File: src/rtl/ffpa_pkg.sv
`default_nettype none

package ffpa_pkg;

   // Default ring size
   localparam int REQUESTERS_DEFAULT = 5;

   // Fixed field widths of the transfer payloads
   localparam int MASK_W  = 5;
   localparam int COUNT_W = 3;

   // Input transfer
   typedef struct packed {
      logic [MASK_W-1:0] release_mask;
      logic [MASK_W-1:0] finish_mask;
   } req_type;

   // Result transfer
   typedef struct packed {
      logic [MASK_W-1:0]  grant_mask;
      logic [MASK_W-1:0]  holding_mask;
      logic [MASK_W-1:0]  active_mask;
      logic [COUNT_W-1:0] waiting_count;
      logic               all_done;
   } rsp_type;

   // Controller to datapath commands
   typedef struct packed {
      logic load;
      logic queue_step;
      logic queue_end;
      logic scan_step;
      logic release_step;
   } ctrl_cmd_type;

   // Datapath to controller status
   typedef struct packed {
      logic queue_done;
      logic scan_last;
   } ctrl_sts_type;

endpackage

`default_nettype wire

File: src/rtl/ffpa_ctrl.sv
`default_nettype none

module ffpa_ctrl
   import ffpa_pkg::*;
(
   input  wire logic         clock,
   input  wire logic         reset,
   input  wire logic         start,
   output logic              busy,
   output ctrl_cmd_type      cmd,
   input  wire ctrl_sts_type sts,
   output logic              rsp_valid
);

   localparam logic [1:0] ST_IDLE    = 2'd0;
   localparam logic [1:0] ST_QUEUE   = 2'd1;
   localparam logic [1:0] ST_SCAN    = 2'd2;
   localparam logic [1:0] ST_RELEASE = 2'd3;

   logic [1:0] state_ff, state_in;
   logic       rsp_valid_ff, rsp_valid_in;

   // Next state and command decode
   always_comb begin
      state_in     = state_ff;
      cmd          = '0;
      rsp_valid_in = 1'b0;
      unique case (state_ff)
         ST_IDLE: begin
            if (start) begin
               cmd.load = 1'b1;
               state_in = ST_QUEUE;
            end
         end
         ST_QUEUE: begin
            if (sts.queue_done) begin
               cmd.queue_end = 1'b1;
               state_in      = ST_SCAN;
            end else begin
               cmd.queue_step = 1'b1;
            end
         end
         ST_SCAN: begin
            cmd.scan_step = 1'b1;
            if (sts.scan_last) begin
               state_in = ST_RELEASE;
            end
         end
         ST_RELEASE: begin
            cmd.release_step = 1'b1;
            rsp_valid_in     = 1'b1;
            state_in         = ST_IDLE;
         end
         default: begin
            state_in = ST_IDLE;
         end
      endcase
   end

   always_ff @(posedge clock) begin
      if (reset) begin
         state_ff     <= ST_IDLE;
         rsp_valid_ff <= 1'b0;
      end else begin
         state_ff     <= state_in;
         rsp_valid_ff <= rsp_valid_in;
      end
   end

   assign busy      = (state_ff != ST_IDLE);
   assign rsp_valid = rsp_valid_ff;

endmodule

`default_nettype wire

File: src/rtl/ffpa_dpath.sv
`default_nettype none

module ffpa_dpath
   import ffpa_pkg::*;
#(
   parameter int REQUESTERS = REQUESTERS_DEFAULT
)
(
   input  wire logic         clock,
   input  wire logic         reset,
   input  wire req_type      req_item,
   input  wire ctrl_cmd_type cmd,
   output ctrl_sts_type      sts,
   output rsp_type           rsp_item
);

   localparam int IW = $clog2(REQUESTERS);
   localparam int CW = $clog2(REQUESTERS + 1);

   // Resource pair of one requester: its own bit and the next one round the ring
   function automatic logic [REQUESTERS-1:0] pair_of(input logic [REQUESTERS-1:0] onehot);
      return onehot | {onehot[REQUESTERS-2:0], onehot[REQUESTERS-1]};
   endfunction

   // Arbitration state
   logic [REQUESTERS-1:0] res_busy_ff, res_busy_in;
   logic [REQUESTERS-1:0] hold_ff, hold_in;
   logic [REQUESTERS-1:0] act_ff, act_in;
   logic [REQUESTERS-1:0] queued_ff, queued_in;
   logic [CW-1:0]         len_ff, len_in;
   logic [CW-1:0]         rd_ff, rd_in;
   logic [CW-1:0]         wr_ff, wr_in;
   logic [IW-1:0]         scan_ff, scan_in;

   // Per-transfer payload
   logic [REQUESTERS-1:0] rel_ff, rel_in;
   logic [REQUESTERS-1:0] fin_ff, fin_in;
   logic [REQUESTERS-1:0] grant_ff, grant_in;
   rsp_type               rsp_ff, rsp_in;

   // Waiting queue
   logic [IW-1:0] queue_ff [REQUESTERS];
   logic          q_we;
   logic [IW-1:0] q_waddr;
   logic [IW-1:0] q_wdata;

   logic [IW-1:0]         q_entry;
   logic [REQUESTERS-1:0] q_bit, q_pair;
   logic [REQUESTERS-1:0] s_bit, s_pair;
   logic [REQUESTERS-1:0] rel_set, freed, hold_rel, act_rel;
   logic [31:0]           rel_wide, fin_wide;
   logic [31:0]           grant_wide, hold_wide, act_wide;

   assign q_entry = queue_ff[rd_ff[IW-1:0]];
   assign q_bit   = REQUESTERS'(1) << q_entry;
   assign q_pair  = pair_of(q_bit);
   assign s_bit   = REQUESTERS'(1) << scan_ff;
   assign s_pair  = pair_of(s_bit);

   assign sts.queue_done = (rd_ff == len_ff);
   assign sts.scan_last  = (scan_ff == IW'(REQUESTERS - 1));

   // Release of all holders named in the masks, in parallel (pairs never overlap)
   assign rel_set  = act_ff & rel_ff & hold_ff;
   assign freed    = pair_of(rel_set);
   assign hold_rel = hold_ff & ~rel_set;
   assign act_rel  = act_ff & ~(rel_set & fin_ff);

   assign rel_wide   = 32'(req_item.release_mask);
   assign fin_wide   = 32'(req_item.finish_mask);
   assign grant_wide = 32'(grant_ff);
   assign hold_wide  = 32'(hold_rel);
   assign act_wide   = 32'(act_rel);

   // Next-state logic
   always_comb begin
      res_busy_in = res_busy_ff;
      hold_in     = hold_ff;
      act_in      = act_ff;
      queued_in   = queued_ff;
      len_in      = len_ff;
      rd_in       = rd_ff;
      wr_in       = wr_ff;
      scan_in     = scan_ff;
      rel_in      = rel_ff;
      fin_in      = fin_ff;
      grant_in    = grant_ff;
      rsp_in      = rsp_ff;
      q_we        = 1'b0;
      q_waddr     = '0;
      q_wdata     = q_entry;

      if (cmd.load) begin
         rel_in   = rel_wide[REQUESTERS-1:0];
         fin_in   = fin_wide[REQUESTERS-1:0];
         grant_in = '0;
         rd_in    = '0;
         wr_in    = '0;
         scan_in  = '0;
      end

      // Queue walk: grant or compact one entry
      if (cmd.queue_step) begin
         rd_in = rd_ff + CW'(1);
         if ((res_busy_ff & q_pair) == '0) begin
            res_busy_in = res_busy_ff | q_pair;
            hold_in     = hold_ff | q_bit;
            grant_in    = grant_ff | q_bit;
            queued_in   = queued_ff & ~q_bit;
         end else begin
            q_we    = 1'b1;
            q_waddr = wr_ff[IW-1:0];
            q_wdata = q_entry;
            wr_in   = wr_ff + CW'(1);
         end
      end

      if (cmd.queue_end) begin
         len_in = wr_ff;
      end

      // Index-order scan of one requester
      if (cmd.scan_step) begin
         scan_in = scan_ff + IW'(1);
         if ((act_ff & s_bit) != '0) begin
            if ((res_busy_ff & s_pair) == '0) begin
               res_busy_in = res_busy_ff | s_pair;
               hold_in     = hold_ff | s_bit;
               grant_in    = grant_ff | s_bit;
            end else if (((hold_ff | queued_ff) & s_bit) == '0) begin
               q_we      = 1'b1;
               q_waddr   = len_ff[IW-1:0];
               q_wdata   = scan_ff;
               queued_in = queued_ff | s_bit;
               len_in    = len_ff + CW'(1);
            end
         end
      end

      // Release and result capture
      if (cmd.release_step) begin
         res_busy_in          = res_busy_ff & ~freed;
         hold_in              = hold_rel;
         act_in               = act_rel;
         rsp_in.grant_mask    = grant_wide[MASK_W-1:0];
         rsp_in.holding_mask  = hold_wide[MASK_W-1:0];
         rsp_in.active_mask   = act_wide[MASK_W-1:0];
         rsp_in.waiting_count = COUNT_W'(len_ff);
         rsp_in.all_done      = (act_rel == '0);
      end
   end

   always_ff @(posedge clock) begin
      if (reset) begin
         res_busy_ff <= '0;
         hold_ff     <= '0;
         act_ff      <= '1;
         queued_ff   <= '0;
         len_ff      <= '0;
         rd_ff       <= '0;
         wr_ff       <= '0;
         scan_ff     <= '0;
      end else begin
         res_busy_ff <= res_busy_in;
         hold_ff     <= hold_in;
         act_ff      <= act_in;
         queued_ff   <= queued_in;
         len_ff      <= len_in;
         rd_ff       <= rd_in;
         wr_ff       <= wr_in;
         scan_ff     <= scan_in;
      end
   end

   // Payload registers, no reset
   always_ff @(posedge clock) begin
      rel_ff   <= rel_in;
      fin_ff   <= fin_in;
      grant_ff <= grant_in;
      rsp_ff   <= rsp_in;
   end

   always_ff @(posedge clock) begin
      if (q_we) begin
         queue_ff[q_waddr] <= q_wdata;
      end
   end

   assign rsp_item = rsp_ff;

endmodule

`default_nettype wire

File: src/rtl/fcfs_fork_pair_arbiter.sv
// First-come-first-served arbiter for a ring of REQUESTERS shared resources;
// requester i needs resources i and i+1 (mod REQUESTERS) together. Each
// transfer accepted on start (while busy is low) is one scheduling tick:
// waiting requesters are tried in queue order, then every active requester
// in index order, then the named holders release and may retire. The result
// appears on rsp_item for exactly one cycle with rsp_valid high and must be
// taken then; there is no way to stall it. The tick walks over the queue and
// then over the requesters, each walk with its own pair check; the queue
// holds at most REQUESTERS entries. busy is already low in the strobe
// cycle, so the next tick may be started there.
`default_nettype none

module fcfs_fork_pair_arbiter
   import ffpa_pkg::*;
#(
   parameter int REQUESTERS = REQUESTERS_DEFAULT
)
(
   input  wire logic    clock,
   input  wire logic    reset,
   input  wire logic    start,
   output logic         busy,
   input  wire req_type req_item,
   output logic         rsp_valid,
   output rsp_type      rsp_item
);

   ctrl_cmd_type cmd;
   ctrl_sts_type sts;

   // Sequencer
   ffpa_ctrl u_ctrl (
      .clock     (clock),
      .reset     (reset),
      .start     (start),
      .busy      (busy),
      .cmd       (cmd),
      .sts       (sts),
      .rsp_valid (rsp_valid)
   );

   // Arbitration state and queue
   ffpa_dpath #(
      .REQUESTERS (REQUESTERS)
   ) u_dpath (
      .clock    (clock),
      .reset    (reset),
      .req_item (req_item),
      .cmd      (cmd),
      .sts      (sts),
      .rsp_item (rsp_item)
   );

endmodule

`default_nettype wire

File: config.mk
export PLATFORM = sky130hd
export DESIGN_NAME = fcfs_fork_pair_arbiter
export DESIGN_NICKNAME = d
export VERILOG_FILES = /design/src/rtl/ffpa_pkg.sv /design/src/rtl/ffpa_ctrl.sv /design/src/rtl/ffpa_dpath.sv /design/src/rtl/fcfs_fork_pair_arbiter.sv
export SDC_FILE = /design/constraint.sdc
export NUM_CORES = 1
export LEC_CHECK = 0
export ABC_AREA = 0
export BUFFER_PORTS_ARGS = -buffer_cell sky130_fd_sc_hd__buf_2
export CORE_MARGIN = 3
export CORE_UTILIZATION = 59
export DETAILED_ROUTE_END_ITERATION = 6
export GPL_TIMING_DRIVEN = 0
export PLACE_DENSITY_LB_ADDON = 0.2
export SLEW_MARGIN = 0
export SYNTH_ARGS = -nofsm -noshare
export SYNTH_HDL_FRONTEND = slang
export SYNTH_SLANG_ARGS = --single-unit
File: constraint.sdc
create_clock -name clock -period 3.7 [get_ports clock]
set_input_delay 0.555 -clock clock [delete_from_list [all_inputs] [get_ports clock]]
set_output_delay 0.555 -clock clock [all_outputs]
set_load 0.03 [all_outputs]
# Word-level counts from Yosys, hierarchy flattened
# Memory sizes are Yosys's and may differ from the RTL's. A register that Yosys moved wholly into a read port is not among the register bits.
# Index checks and enable logic that the tools add are counted.
[totals] ff_bits=69 ramBits=15 word_cells=135 memories=1
[memory_table] name="u_dpath.queue_ff" depth=5 width=3 read_ports=1 rd_ports_with_merged_regs=1 write_ports=1 line_no="ffpa_dpath.sv:42" text="logic [IW-1:0] queue_ff [REQUESTERS];"
[op_classes] n_addsub=4 eq_ne=8 n_shift=2 mux=66 bitwise_logic=26 reduce_logical=10
[ops] op="$mux 5" count=24
[ops] op="$mux 3" count=23
[ops] op="$and 5x5->5" count=11
[ops] op="$or 5x5->5" count=11
[ops] op="$logic_not 5->1" count=4
[ops] op="$not 5->5" count=4
[ops] op="$mux 1" count=14
[ops] op="$add 3x1->3 const B" count=4
[ops] op="$shl 1x3->5 const A" count=2
[ops] op="$mux 2" count=4
[ops] op="$pmux 2 s4" count=1
[ops] op="$ne 2x2->1 const B" count=3
[ops] op="$reduce_bool 2->1" count=3
[ops] op="$reduce_bool 5->1" count=1
[ops] op="$eq 2x2->1 const B" count=2
[ops] op="$eq 3x3->1" count=1
[ops] op="$eq 3x3->1 const B" count=1
[ops] op="$reduce_and 3->1" count=1
[ops] op="$eq 2x1->1 const B" count=1
[ops] op="$logic_not 2->1" count=1

# Depth between registers and ports, before layout
# Gate-level depths: netlist (run 1).
[logic_depth] ltp_word=12 ltp_mapped=11

# By module
# From an unflattened synthesis (run 1), not the netlist that was laid out.
[unflattened] cells_unflattened=381 hier_area_um2=4061.4
[modules_own_cells] mod="ffpa_dpath" n_inst=1 cells_per_inst=357 area_each_um2=3841.2 seq_area_each_um2=2122.0
[modules_own_cells] mod="ffpa_ctrl" n_inst=1 cells_per_inst=24 area_each_um2=220.2 seq_area_each_um2=60.1

# Worst setup path after synthesis (run 1)
# Ideal clock, no wire load.
[synth_timing] kind="reg2reg" from="register u_dpath.scan_ff[1]" to="memory u_dpath.queue_ff[1][0] (netlist bit), enable pin" setup_time_ps=344 arrival_time_ps=2396 setup_slack_ps=960 stages_incl_launch_ff=9 period_less_slack_ps=2740 path_cell_list="dfxtp_1 -> ha_1 -> ha_1 -> a32o_1 -> o21ai_0 -> or4b_2 -> buf_4 -> clkbuf_1 -> o21ai_0"
[synth_between] elab_chain_len=9
[synth_rtl] element="from (decl)" line_no="ffpa_dpath.sv:33" text="logic [IW-1:0] scan_ff, scan_in;"
[synth_rtl] element="from (signal assigned)" line_no="ffpa_dpath.sv:171" text="scan_ff <= scan_in;"
[synth_rtl] element="$shl 1x3->5 (*)" line_no="ffpa_dpath.sv:57" text="assign s_bit = REQUESTERS'(1) << scan_ff;"
[synth_rtl] element="$and 5x5->5 or $or 5x5->5 (tied branches)" line_no="ffpa_dpath.sv:130, ffpa_dpath.sv:22"
[synth_rtl] element="$logic_not 5->1 or $and 5x5->5 (tied branches)" line_no="ffpa_dpath.sv:130, ffpa_dpath.sv:126"
[synth_rtl] element="$mux 1 or $logic_not 5->1 (tied branches)" line_no="ffpa_dpath.sv:130, ffpa_dpath.sv:126"
[synth_rtl] element="$mux 1" line_no="ffpa_dpath.sv:126" text="if ((res_busy_ff & s_pair) == '0) begin"
[synth_rtl] element="$mux 1" line_no="ffpa_dpath.sv:125" text="if ((act_ff & s_bit) != '0) begin"
[synth_rtl] element="$mux 1" line_no="ffpa_dpath.sv:123" text="if (cmd.scan_step) begin"
[synth_rtl] element="$mux 1" line_no="ffpa_dpath.sv:184" text="if (q_we) begin"
[synth_rtl] element="$mux 1 (not written as such)" line_no="ffpa_dpath.sv:185" text="queue_ff[q_waddr] <= q_wdata;"
[synth_rtl] element="to (decl)" line_no="ffpa_dpath.sv:42"
# Every way passes the cells marked *; elsewhere a longest branch is shown, timed or not.

# Worst setup path in the final report (run 1)
[layout_timing] from="register u_dpath.scan_ff[1]" to="memory u_dpath.queue_ff[1][2] (netlist bit), enable pin"
# Same word-level chain as after synthesis.

==> metrics.sh, run 1 <==
RUN_STATUS='finished, final reports clean'
POST_DRT_VIA_CELL_RATIO=6.14
VIAS_IN_THE_FIRST_GLOBAL_ROUTE=2916
WORST_EP_REQUIRED_TIME_NS=3.70
DRT_PASS1_ITERATIONS=5
SETUP_VIOLATIONS=0
CRITICAL_PATH.CELL_CHAIN='ha_1 > ha_1 > a32o_1 > o21ai_0 > or4b_2 > buf_4 > clkbuf_1 > o21ai_0'
SYNTHESIS.AREA_PER_INSTANCE_UM2=10.6
WORSTMARGINPINSLEW_NS=1.18
GRT_FIRST_PASS_WIRELENGTH_UM=14600
CLOCK_TREE.BUFFER_DEPTH=2
FINALMAXSLEWVIOLATIONS=0
POWER_LEAKAGE_nW=1.66
POST-PLACE-WS_NS=0.295
SYNTH_SEQ_AREA_SHARE=0.545
ROUTE.ANTENNA.REMAINING_NETS=0
ANTENNADIODECOUNT=0
GP_ROUTABILITY_CONGESTION=0.939
VIAS=3089
CRITICAL-PATH-MAX-STAGE-DELAY_NS=0.72
FP.DIEAREA_UM2=7810
SYNTH-EDFF-COUNT=44
IO_PINS=34
TOTAL_GLOBAL_ROUTE_TRACK_USAGE=0.248
DRC=0
ROUTED_WL_UM=9030
TRITONCTS='done'
FINAL_CORE_UTILIZATION=0.692
FINAL_NETS=447
TIMING.CRITICAL_PATH.SLOWEST_STAGE_CELL='sky130_fd_sc_hd__or4b_2'
CRITICAL_PATH.ENDPOINT_TYPE='register'
HPWL_UM=6370
POST-ROUTE-MIN-PERIOD_NS=3.46
CTS_ROOT_BUF='sky130_fd_sc_hd__clkbuf_8'
FINAL_CELLS=503
AREA.GROWTH.SYNTH_TO_FINAL_PCT=11.6
CORE_UM2=6460
WORST-ENDPOINT-ARRIVAL_NS=3.46
RSZ_0062_RAISED_AFTER_GLOBAL_ROUTING='false'
SYNTH_FF_TYPE='sky130_fd_sc_hd__edfxtp_1'
CTS_HOLD_BUFFERS=0
POST_CTS.RESIZED_INSTANCES=0
CRITPATHKIND='reg2reg'
MAXCAPVIOLCOUNT=0
CLOCK_SKEW_NS=0.0108
SYNTH.FF_LATCH_COUNT=87
CTS-BUFFERS-INSERTED=9
POWER.IR.VDD_WORST_uV=414
NUMPLACEDINSTANCES=487
SYN_NETS=404
POWER_DENSITY_nW_PER_UM2=625
CP_MAX_FO=10
MAX-SLEW-MARGIN-REL=0.213
CTS.REPAIR_TIMING.SETUP_BUFFER_COUNT=0
MAPPEDNETLISTAREA_UM2=4000
FINALCRITPERIODSHARE=0.936
SYNTHESIS.YOSYS.WARNINGS=0
GRT_ANTENNA_BEFORE_REPAIR=0
CLK_TRANSITION_REPORTED_PATHS_NS=0.09
SYN-INSTANCE-COUNT=378
SYNTHDISTINCTLIBCELLS=60
HOLD_PATH_CLASS='in2reg'
FINAL_HOLD_VIOL_COUNT=0
STARTPOINT_TYPE='register'
SYNTH_ASYNC_RESET_RATIO=0
INITIAL_CORE_UTILIZATION=0.620
DIE_X_UM=88.4
MAX_FREQ_GHz=0.289
FINAL_LAYOUT_SIZE_SUFFIX_GT1_FRAC=0.183
INITIAL_DRT_MARKERS=253
GLOBALROUTEOVERFLOWTOTAL=0
CLOCK-SINKS=87
WORST_SLACK_NS=0.238
MAXIMUM_NUMBER_OF_PINS_ON_ONE_NET_BEFORE_GLOBAL_ROUTE_REPAIR=24
H-TREE-DEPTH=3
INSERTION_DELAY_NS=0.36
PLACE.PORT_BUFFERS=32
ROWS=29
DIE_HEIGHT_UM=88.4
SETUP-TNS-FINAL_NS=0
AVGROUTEDWIREPERCELL_UM=18.0
-- through the flow --
step / cell area, um^2 / hold slack (ns) / power [mW]
floorplan: 4000 / 0.409 / 1.89
global placement: 4260 / 0.415 / 2.08
detailed placement: 4260 / 0.419 / 2.11
CTS: 4470 / 0.351 / 2.79
global route: 4470 / 0.355 / 2.93
finish: 4470 / 0.360 / 2.79
-- cell usage in the layout, fill, tap and decap left out, types with 13 or more instances in the layout --
master                     count
sky130_fd_sc_hd__nor2_1       47
sky130_fd_sc_hd__edfxtp_1     44
sky130_fd_sc_hd__dfxtp_1      43
sky130_fd_sc_hd__buf_2        34
sky130_fd_sc_hd__nand2_1      33
sky130_fd_sc_hd__a21oi_1      25
sky130_fd_sc_hd__inv_1        19
sky130_fd_sc_hd__nand3_1      17
sky130_fd_sc_hd__o21ai_0      16
sky130_fd_sc_hd__ha_1         13
-- sequential cells by signal, indices dropped and copies added, names as in the netlist, named ones only --
signal               flops
u_dpath.res_busy_ff      5
u_dpath.hold_ff          5
u_dpath.act_ff           5
u_ctrl.rsp_valid         1
u_dpath.len_ff           3
u_ctrl.state_ff          2
u_dpath.fin_ff           5
u_dpath.scan_ff          3
u_dpath.queued_ff        5
u_dpath.queue_ff        15
u_dpath.rel_ff           5
u_dpath.rsp_item        19
u_dpath.wr_ff            3
u_dpath.grant_ff         5
u_dpath.rd_ff            3
-- cell usage after synthesis, types with 3 or more instances --
cell type	number	area (um^2)
sky130_fd_sc_hd__and3_2	3	22.5
sky130_fd_sc_hd__nor2_1	47	176
sky130_fd_sc_hd__mux2_2	3	33.8
sky130_fd_sc_hd__inv_1	19	71.3
sky130_fd_sc_hd__mux2i_1	8	80.1
sky130_fd_sc_hd__nand3b_1	4	30.0
sky130_fd_sc_hd__a211oi_1	7	52.6
sky130_fd_sc_hd__xnor2_1	3	26.3
sky130_fd_sc_hd__buf_6	3	33.8
sky130_fd_sc_hd__edfxtp_1	44	1320
sky130_fd_sc_hd__a21oi_1	25	125
sky130_fd_sc_hd__nor3_1	7	35.0
sky130_fd_sc_hd__nand2_1	33	124
sky130_fd_sc_hd__ha_1	13	163
sky130_fd_sc_hd__o21ai_0	16	80.1
sky130_fd_sc_hd__a221oi_1	4	35.0
sky130_fd_sc_hd__a32o_1	3	30.0
sky130_fd_sc_hd__nand3_1	17	85.1
sky130_fd_sc_hd__nand2b_1	5	31.3
sky130_fd_sc_hd__clkbuf_1	6	22.5
sky130_fd_sc_hd__nand4_1	5	31.3
sky130_fd_sc_hd__dfxtp_1	43	861
sky130_fd_sc_hd__a21boi_0	4	30.0
sky130_fd_sc_hd__a31oi_1	10	62.6
-- cell families (layout without fill, tap and decap cells) --
family	count (synthesis)	count (layout)	synth area share
simple gates	136	136	0.164
compound gates	90	90	0.161
flops	87	87	0.545
buf+inv	35	83	0.0409
fa+ha+maj	13	13	0.0406
mux	13	13	0.0397
xor+xnor	4	4	0.00875
-- metal layers --
metal / wire length [um] / share of wire / vias up / global-route usage
met5: 0 / 0 / - / 0
met4: 138 / 0.015 / 0 / 0.100
met3: 660 / 0.073 / 13 / 0.0493
met2: 4110 / 0.46 / 120 / 0.377
met1: 4120 / 0.46 / 1490 / 0.351
li1: - / - / 1466 / -
-- critical path: cells and delay by family, from the launching register on --
kind                       cells  cell delay, ns
AOI/OAI and AO/OA              3            0.87
and+or+nand+nor                1            0.72
adders and majority gates      2            0.57
DFF                            1            0.52
buffers and inverters          2            0.43
-- power by group --
part / leakage (nW) / internal [mW] / switching, mW
sequential: 0.743 / 1.18 / 0.101
combinational: 0.810 / 0.288 / 0.544
clock: 0.104 / 0.337 / 0.347
total: 1.66 / 1.80 / 0.993
-- final cells by class --
| type | count | area, um^2 |
|---|---|---|
| flip-flops and latches | 87 | 2180 |
| repair buffers | 32 | 160 |
| clock buffers | 11 | 141 |
| clock inverters | 5 | 65.1 |
| inverters | 20 | 75.1 |
| plain buffers | 15 | 88.8 |
| multi-input cells | 256 | 1660 |
| fillers | 509 | 1990 |
| well taps | 77 | 96.3 |
-- final timing paths --
path                                               end  cells after the start                start  slack (ns)
worst min register to register    u_dpath.rsp_item[14]                      0  u_dpath.grant_ff[0]        0.44
worst max-delay path            u_dpath.queue_ff[1][2]                      8   u_dpath.scan_ff[1]        0.24
worst min-delay path                 u_dpath.rel_ff[3]                      1          req_item[8]        0.36
worst max register to register  u_dpath.queue_ff[1][2]                      8   u_dpath.scan_ff[1]        0.24
(Power assumes the default switching activity.)
==> run 2: changes to the inputs <==
--- a/config.mk
+++ b/config.mk
@@ -7,11 +7,12 @@
 export LEC_CHECK = 0
 export ABC_AREA = 0
 export BUFFER_PORTS_ARGS = -buffer_cell sky130_fd_sc_hd__buf_2
-export CORE_MARGIN = 3
+export CORE_MARGIN = 1
 export CORE_UTILIZATION = 59
 export DETAILED_ROUTE_END_ITERATION = 6
 export GPL_TIMING_DRIVEN = 0
 export PLACE_DENSITY_LB_ADDON = 0.2
+export SETUP_SLACK_MARGIN = 0.3
 export SLEW_MARGIN = 0
 export SYNTH_ARGS = -nofsm -noshare
 export SYNTH_HDL_FRONTEND = slang
==> metrics.sh, run 2 (same netlist as run 1, synthesis figures left out) <==
STARTPOINT_TYPE='register'  # unchanged
MAXIMUM_NUMBER_OF_PINS_ON_ONE_NET_BEFORE_GLOBAL_ROUTE_REPAIR=24  # unchanged
SEQCELLAREA_UM2=2180  # unchanged
LAYOUT.CELLS.MOST_COMMON_LIST='sky130_fd_sc_hd__nor2_1 (47), sky130_fd_sc_hd__edfxtp_1 (44), sky130_fd_sc_hd__dfxtp_1 (43)'  # unchanged
CTS_HOLD_BUFFERS=0  # unchanged
COMMONEST_NON_FILL_NON_TAP_CELL_IN_THE_LAYOUT='sky130_fd_sc_hd__nor2_1'  # unchanged
RSZ_0062_RAISED_AFTER_GLOBAL_ROUTING='false'  # unchanged
RUN_STATUS='finished, violations left'  # was finished, final reports clean
WORST_SLACK_NS=0.393  # was 0.238 ns
DRC=2  # was 0
MAXCAPVIOLCOUNT=0  # unchanged
CRITPATHKIND='reg2reg'  # unchanged
TOTAL_GLOBAL_ROUTE_TRACK_USAGE=0.287  # was 0.248
VIAS=3170  # was 3,089
IO_PINS=34  # unchanged
CLOCK_TREE.BUFFER_DEPTH=2  # unchanged
NUMPLACEDINSTANCES=487  # unchanged
GRT_ANTENNA_BEFORE_REPAIR=0  # unchanged
FINAL_CELLS=503  # unchanged
GRT_FIRST_PASS_WIRELENGTH_UM=15400  # was 14,600 um
H-TREE-DEPTH=3  # unchanged
SETUP-TNS-FINAL_NS=0  # unchanged
POST_DRT_VIA_CELL_RATIO=6.30  # was 6.14
PLACE.PORT_BUFFERS=32  # unchanged
INITIAL_DRT_MARKERS=366  # was 253
AVGROUTEDWIREPERCELL_UM=19.0  # was 18.0 um
INITIAL_CORE_UTILIZATION=0.620  # unchanged
SETUP_VIOLATIONS=0  # unchanged
ANTENNADIODECOUNT=0  # unchanged
CTS-BUFFERS-INSERTED=9  # unchanged
CRITICAL_PATH.ENDPOINT_TYPE='register'  # unchanged
MULTI_INPUT_AREA_UM2=1660  # unchanged
GP_ROUTABILITY_CONGESTION=0.923  # was 0.939
FINALMAXSLEWVIOLATIONS=0  # unchanged
POWER_DENSITY_nW_PER_UM2=621  # was 625 nW/um^2
WORST-ENDPOINT-ARRIVAL_NS=3.32  # was 3.46 ns
CLK_TRANSITION_REPORTED_PATHS_NS=0.09  # about the same
POWER.IR.VDD_WORST_uV=488  # was 414 uV
VIAS_IN_THE_FIRST_GLOBAL_ROUTE=2995  # was 2,916
FINALCRITPERIODSHARE=0.894  # was 0.936
CTS_ROOT_BUF='sky130_fd_sc_hd__clkbuf_8'  # unchanged
AREA.GROWTH.SYNTH_TO_FINAL_PCT=11.2  # was 11.6%
VIOLATIONS='DRC'
INSERTION_DELAY_NS=0.36  # about the same
POWER.TOTAL_mW=2.76  # was 2.79 mW
DRT_PASS1_ITERATIONS=7  # was 5
DIE_X_UM=84.4  # was 88.4 um
CRITICAL-PATH-MAX-STAGE-DELAY_NS=0.73  # was 0.72 ns
WORSTMARGINPINSLEW_NS=1.25  # was 1.18 ns
CLOCK-SINKS=87  # unchanged
CRITICAL_PATH.CELL_CHAIN='ha_1 > ha_1 > a32o_1 > o21ai_0 > or4b_2 > buf_4 > nor2_1 > nand2_1 > a22oi_1'  # was ha_1 > ha_1 > a32o_1 > o21ai_0 > or4b_2 > buf_4 > clkbuf_1 > o21ai_0
WORST_EP_REQUIRED_TIME_NS=3.72  # was 3.70 ns
FINAL_HOLD_VIOL_COUNT=0  # unchanged
CP.BUFFERS_INVERTERS=1  # was 2
POST-ROUTE-MIN-PERIOD_NS=3.31  # was 3.46 ns
ROUTED_WL_UM=9550  # was 9030 um
WORST_PATH_DOMINANT_CELL_FAMILY='simple AND/OR/NAND/NOR gates'  # was compound AO/OA/AOI/OAI gates
LARGEST_REGISTER_FF_COUNT=19  # unchanged
CTS.REPAIR_TIMING.SETUP_BUFFER_COUNT=0  # unchanged
N_FILL_CELL=525  # was 509
ROUTE.ANTENNA.REMAINING_NETS=0  # unchanged
CLOCK_SKEW_NS=0.0122  # was 0.0108 ns
FP.DIEAREA_UM2=7120  # was 7810 um^2
POST-PLACE-WS_NS=0.273  # was 0.295 ns
FINAL_LAYOUT_SIZE_SUFFIX_GT1_FRAC=0.178  # was 0.183
MAX-SLEW-MARGIN-REL=0.169  # was 0.213
TIMING.CRITICAL_PATH.SLOWEST_STAGE_CELL='sky130_fd_sc_hd__or4b_2'  # unchanged
DIE_HEIGHT_UM=84.4  # was 88.4 um
POST_CTS.RESIZED_INSTANCES=1  # was 0
TRITONCTS='done'  # unchanged
HOLD_PATH_CLASS='in2reg'  # unchanged
CP_MAX_FO=9  # was 10
HPWL_UM=6770  # was 6370 um
FINAL_NETS=447  # unchanged
ROWS=29  # unchanged
POWER_LEAKAGE_nW=1.64  # was 1.66 nW
CP_COMMON_CELL='sky130_fd_sc_hd__ha_1'
MAX_FREQ_GHz=0.302  # was 0.289 GHz
GLOBALROUTEOVERFLOWTOTAL=0  # unchanged
CORE_UM2=6460  # unchanged
-- run 2: cell types whose count changed in the layout (fill, tap and decap cells not counted), sizes merged --
cell / delta
clkinvlp: +1
inv: -1
-- run 2: where the power goes --
| part | switching (mW) | internal (mW) | total (mW) |
|---|---|---|---|
| combinational | 0.546 | 0.288 | 0.834 |
| sequential | 0.106 | 1.18 | 1.28 |
| clock | 0.336 | 0.313 | 0.649 |
-- run 2: worst register-to-register path: stages, from the launching register on --
cell and delay [ns]:
sky130_fd_sc_hd__dfxtp_1 0.54, sky130_fd_sc_hd__ha_1 0.22, sky130_fd_sc_hd__ha_1 0.37, sky130_fd_sc_hd__a32o_1 0.17
sky130_fd_sc_hd__o21ai_0 0.16, sky130_fd_sc_hd__or4b_2 0.73, sky130_fd_sc_hd__buf_4 0.19, sky130_fd_sc_hd__nor2_1 0.16
sky130_fd_sc_hd__nand2_1 0.07, sky130_fd_sc_hd__a22oi_1 0.35
-- run 2: final timing paths --
kind | endpoint | slack (ns) | cells past startpoint | startpoint
worst max-delay path | u_dpath.queue_ff[2][1] | 0.39 | 9 | u_dpath.scan_ff[1]
worst min-delay path | u_dpath.fin_ff[3] | 0.36 | 1 | req_item[3]
worst max register to register | u_dpath.queue_ff[2][1] | 0.39 | 9 | u_dpath.scan_ff[1]
worst min register to register | u_dpath.rsp_item[17] | 0.44 | 0 | u_dpath.grant_ff[3]
-- run 2: through the flow --
stage	cell area [um^2]	hold slack (ns)	util
after global routing	4450	0.343	0.689
after CTS	4450	0.347	0.689
final	4450	0.362	0.689
after global placement	4260	0.416	0.660
after detailed placement	4260	0.424	0.660
after floorplan	4000	0.409	-
-- run 2: cell type report --
cell class,count,area share
clock buffer,11,0.0295
tap,77,0.0216
buffer,15,0.0200
clock inverter,5,0.0132
sequential,87,0.490
timing repair buffer,32,0.0360
inverter,20,0.0169
multi-input combinational,256,0.373
-- run 2: layer usage --
| metal | vias up | part of all wire | GRT usage |
|---|---|---|---|
| li1 | 1465 | - | - |
| met1 | 1513 | 0.44 | 0.405 |
| met2 | 158 | 0.46 | 0.439 |
| met3 | 34 | 0.077 | 0.0492 |
| met4 | 0 | 0.029 | 0.129 |
| met5 | - | 0 | 0 |
==> run 3: changes to the inputs <==
--- a/config.mk
+++ b/config.mk
@@ -11,6 +11,7 @@
 export CORE_UTILIZATION = 59
 export DETAILED_ROUTE_END_ITERATION = 6
 export GPL_TIMING_DRIVEN = 0
+export MAX_ROUTING_LAYER = met4
 export PLACE_DENSITY_LB_ADDON = 0.2
 export SETUP_SLACK_MARGIN = 0.3
 export SLEW_MARGIN = 0
==> metrics.sh, run 3 (same netlist as run 1, synthesis figures left out) <==
RUN_STATUS='finished, violations left'  # unchanged
VIOLATIONS='DRC'  # unchanged
GLOBAL_ROUTE.PEAK_USAGE_LAYER='met2'  # unchanged
TIMING.CRITICAL_PATH.SLOWEST_STAGE_CELL='sky130_fd_sc_hd__or4b_2'  # unchanged
MAXIMUM_NUMBER_OF_PINS_ON_ONE_NET_BEFORE_GLOBAL_ROUTE_REPAIR=24  # unchanged
WORST_EP_REQUIRED_TIME_NS=3.74  # was 3.72 ns
HOLD_PATH_CLASS='in2reg'  # unchanged
CTS-BUFFERS-INSERTED=9  # unchanged
POWER.IR.VDD_WORST_uV=379  # was 488 uV
WORST-ENDPOINT-ARRIVAL_NS=3.28  # was 3.32 ns
MAX_FREQ_GHz=0.308  # was 0.302 GHz
FINALMAXSLEWVIOLATIONS=0  # unchanged
POWER_DENSITY_nW_PER_UM2=621  # about the same
GRT_FIRST_PASS_WIRELENGTH_UM=14700  # was 15,400 um
FINAL_NETS=447  # unchanged
NUMBER_OF_STAGES_ON_THE_WORST_HOLD_PATH=1  # unchanged
INITIAL_DRT_MARKERS=232  # was 366
FINALCRITPERIODSHARE=0.877  # was 0.894
N_FILL_CELL=525  # unchanged
CLOCK_TREE.BUFFER_DEPTH=2  # unchanged
LAYOUT.CELLS.MOST_COMMON_LIST='sky130_fd_sc_hd__nor2_1 (47), sky130_fd_sc_hd__edfxtp_1 (44), sky130_fd_sc_hd__dfxtp_1 (43)'  # unchanged
ANTENNADIODECOUNT=0  # unchanged
GRTUSAGEMET2=0.414  # was 0.439
CTS_HOLD_BUFFERS=0  # unchanged
IO_PINS=34  # unchanged
SEQPWRFRAC=0.461  # was 0.463
FINAL_HOLD_VIOL_COUNT=0  # unchanged
TRITONCTS='done'  # unchanged
NUMPLACEDINSTANCES=487  # unchanged
H-TREE-DEPTH=3  # unchanged
POST-ROUTE-MIN-PERIOD_NS=3.24  # was 3.31 ns
VIAS=3056  # was 3,170
WORST_R2R_PATH_DEPTH=8  # was 9
GROUTE.LAYER.MET3.USAGE=0.0413  # was 0.0492
TOTAL_GLOBAL_ROUTE_TRACK_USAGE=0.283  # was 0.287
FINAL_LAYOUT_SIZE_SUFFIX_GT1_FRAC=0.185  # was 0.178
COMB_POWER_SHARE=0.298  # was 0.302
POWER_LEAKAGE_nW=1.64  # about the same
SETUP_VIOLATIONS=0  # unchanged
DRC=2  # unchanged
SETUP-TNS-FINAL_NS=0  # unchanged
WORSTMARGINPINSLEW_NS=1.19  # was 1.25 ns
INITIAL_CORE_UTILIZATION=0.620  # unchanged
WORST_PATH_DOMINANT_CELL_FAMILY='simple AND/OR/NAND/NOR gates'  # unchanged
RSZ_0062_RAISED_AFTER_GLOBAL_ROUTING='false'  # unchanged
STARTPOINT_TYPE='register'  # unchanged
P_INT_mW=1.79  # was 1.78 mW
SWITCHING_POWER_SUMMED_OVER_ALL_NETS_uW=979  # was 988 uW
MAX-SLEW-MARGIN-REL=0.209  # was 0.169
LARGEST_REGISTER_FF_COUNT=19  # unchanged
GRT_ANTENNA_BEFORE_REPAIR=0  # unchanged
DRT_PASS1_ITERATIONS=7  # unchanged
ROUTED_WL_UM=9150  # was 9550 um
CRITICAL_PATH.ENDPOINT_TYPE='register'  # unchanged
POWER.SHARE.SWITCHING=0.353  # was 0.357
CRITICAL_PATH_CELL_COUNT=8  # was 9
DIE_X_UM=84.4  # unchanged
CRITICAL_PATH.CELL_CHAIN='ha_1 > ha_1 > a32o_1 > o21ai_0 > or4b_2 > buf_4 > clkbuf_1 > o21ai_1'  # was ha_1 > ha_1 > a32o_1 > o21ai_0 > or4b_2 > buf_4 > nor2_1 > nand2_1 > a22oi_1
CP_COMMON_CELL='sky130_fd_sc_hd__ha_1'  # unchanged
CLK_TRANSITION_REPORTED_PATHS_NS=0.09  # about the same
MAXCAPVIOLCOUNT=0  # unchanged
COMMONEST_NON_FILL_NON_TAP_CELL_IN_THE_LAYOUT='sky130_fd_sc_hd__nor2_1'  # unchanged
INSERTION_DELAY_NS=0.36  # about the same
DIE_HEIGHT_UM=84.4  # unchanged
GP_ROUTABILITY_CONGESTION=0.949  # was 0.923
GLOBAL_ROUTE.USAGE.MET1=0.400  # was 0.405
FP.DIEAREA_UM2=7120  # unchanged
POST_DRT_VIA_CELL_RATIO=6.08  # was 6.30
ROWS=29  # unchanged
CRITPATHKIND='reg2reg'  # unchanged
CP.BUFFERS_INVERTERS=2  # was 1
AREA.GROWTH.SYNTH_TO_FINAL_PCT=11.5  # was 11.2%
PLACE.PORT_BUFFERS=32  # unchanged
ROUTE.ANTENNA.REMAINING_NETS=0  # unchanged
CLOCK-SINKS=87  # unchanged
GLOBALROUTEOVERFLOWTOTAL=0  # unchanged
HPWL_UM=6640  # was 6770 um
CLOCK_POWER_SHARE=0.240  # was 0.235
POWER.TOTAL_mW=2.77  # was 2.76 mW
CTS_ROOT_BUF='sky130_fd_sc_hd__clkbuf_8'  # unchanged
CP_MAX_FO=10  # was 9
CLOCK_SKEW_NS=0.00838  # was 0.0122 ns
VIAS_IN_THE_FIRST_GLOBAL_ROUTE=2889  # was 2,995
CRITICAL-PATH-MAX-STAGE-DELAY_NS=0.72  # was 0.73 ns
FINAL_CELLS=503  # unchanged
AVGROUTEDWIREPERCELL_UM=18.2  # was 19.0 um
CORE_UM2=6460  # unchanged
==> run 3: cell types whose count changed in the layout (fill, tap and decap cells not counted), sizes merged <==
cell / previous run / this run
clkinv: 4 / 2
clkinvlp: 1 / 3
==> run 3: path summary, 6_finish.rpt <==
| path | startpoint | endpoint | slack, ns |
|---|---|---|---|
| worst max-delay path | u_dpath.scan_ff[1] | u_dpath.queue_ff[1][1] | 0.46 |
| worst min-delay path | req_item[8] | u_dpath.rel_ff[3] | 0.37 |
| worst max register to register | u_dpath.scan_ff[1] | u_dpath.queue_ff[1][1] | 0.46 |
| worst min register to register | u_dpath.grant_ff[4] | u_dpath.rsp_item[18] | 0.44 |
==> run 3: through the flow <==
step                      instance area (um^2)  hold slack, ns  worst slack [ns]  utilization
after floorplan                           4000           0.409             0.960            -
after global placement                    4260           0.416             0.339        0.660
after detailed placement                  4260           0.423             0.358        0.660
after CTS                                 4460           0.359             0.366        0.690
after global routing                      4460           0.355             0.357        0.691
final                                     4460           0.366             0.456        0.691
==> run 3: worst register-to-register path: stages (launching register included) <==
cell and delay (ns):
sky130_fd_sc_hd__dfxtp_1 0.54, sky130_fd_sc_hd__ha_1 0.22, sky130_fd_sc_hd__ha_1 0.34, sky130_fd_sc_hd__a32o_1 0.17
sky130_fd_sc_hd__o21ai_0 0.14, sky130_fd_sc_hd__or4b_2 0.72, sky130_fd_sc_hd__buf_4 0.19, sky130_fd_sc_hd__clkbuf_1 0.25
sky130_fd_sc_hd__o21ai_1 0.36
==> run 3: final cells by class <==
| type | instances | area (um^2) | area share |
|---|---|---|---|
| flip-flops and latches | 87 | 2180 | 0.489 |
| multi-input cells | 256 | 1660 | 0.372 |
| repair buffers | 32 | 160 | 0.0359 |
| clock buffers | 11 | 141 | 0.0317 |
| well taps | 77 | 96.3 | 0.0216 |
| plain buffers | 15 | 88.8 | 0.0199 |
| inverters | 20 | 75.1 | 0.0168 |
| clock inverters | 5 | 57.6 | 0.0129 |
==> run 3: power by group through the flow <==
stage | clock network [mW] | logic, mW | registers [mW]
global route | 0.715 | 0.906 | 1.30
finish | 0.666 | 0.826 | 1.28
CTS | 0.673 | 0.816 | 1.28
floorplan | 0 | 0.584 | 1.31
global placement | 0 | 0.794 | 1.29
detailed placement | 0 | 0.813 | 1.30
==> run 3: repair_timing <==
| action | 4_1_cts | 5_1_grt |
|---|---|---|
| buffers inserted | 0 | 0 |
| gates resized for setup | 0 | 2 |
| endpoints found under the setup margin | 0 | 6 |
==> run 3: metal layers <==
layer  routed length, um  up-vias
met5                   0        -
met4                 218        0
met3                 403       19
met2                4060       98
met1                4470     1476
li1                    -     1463
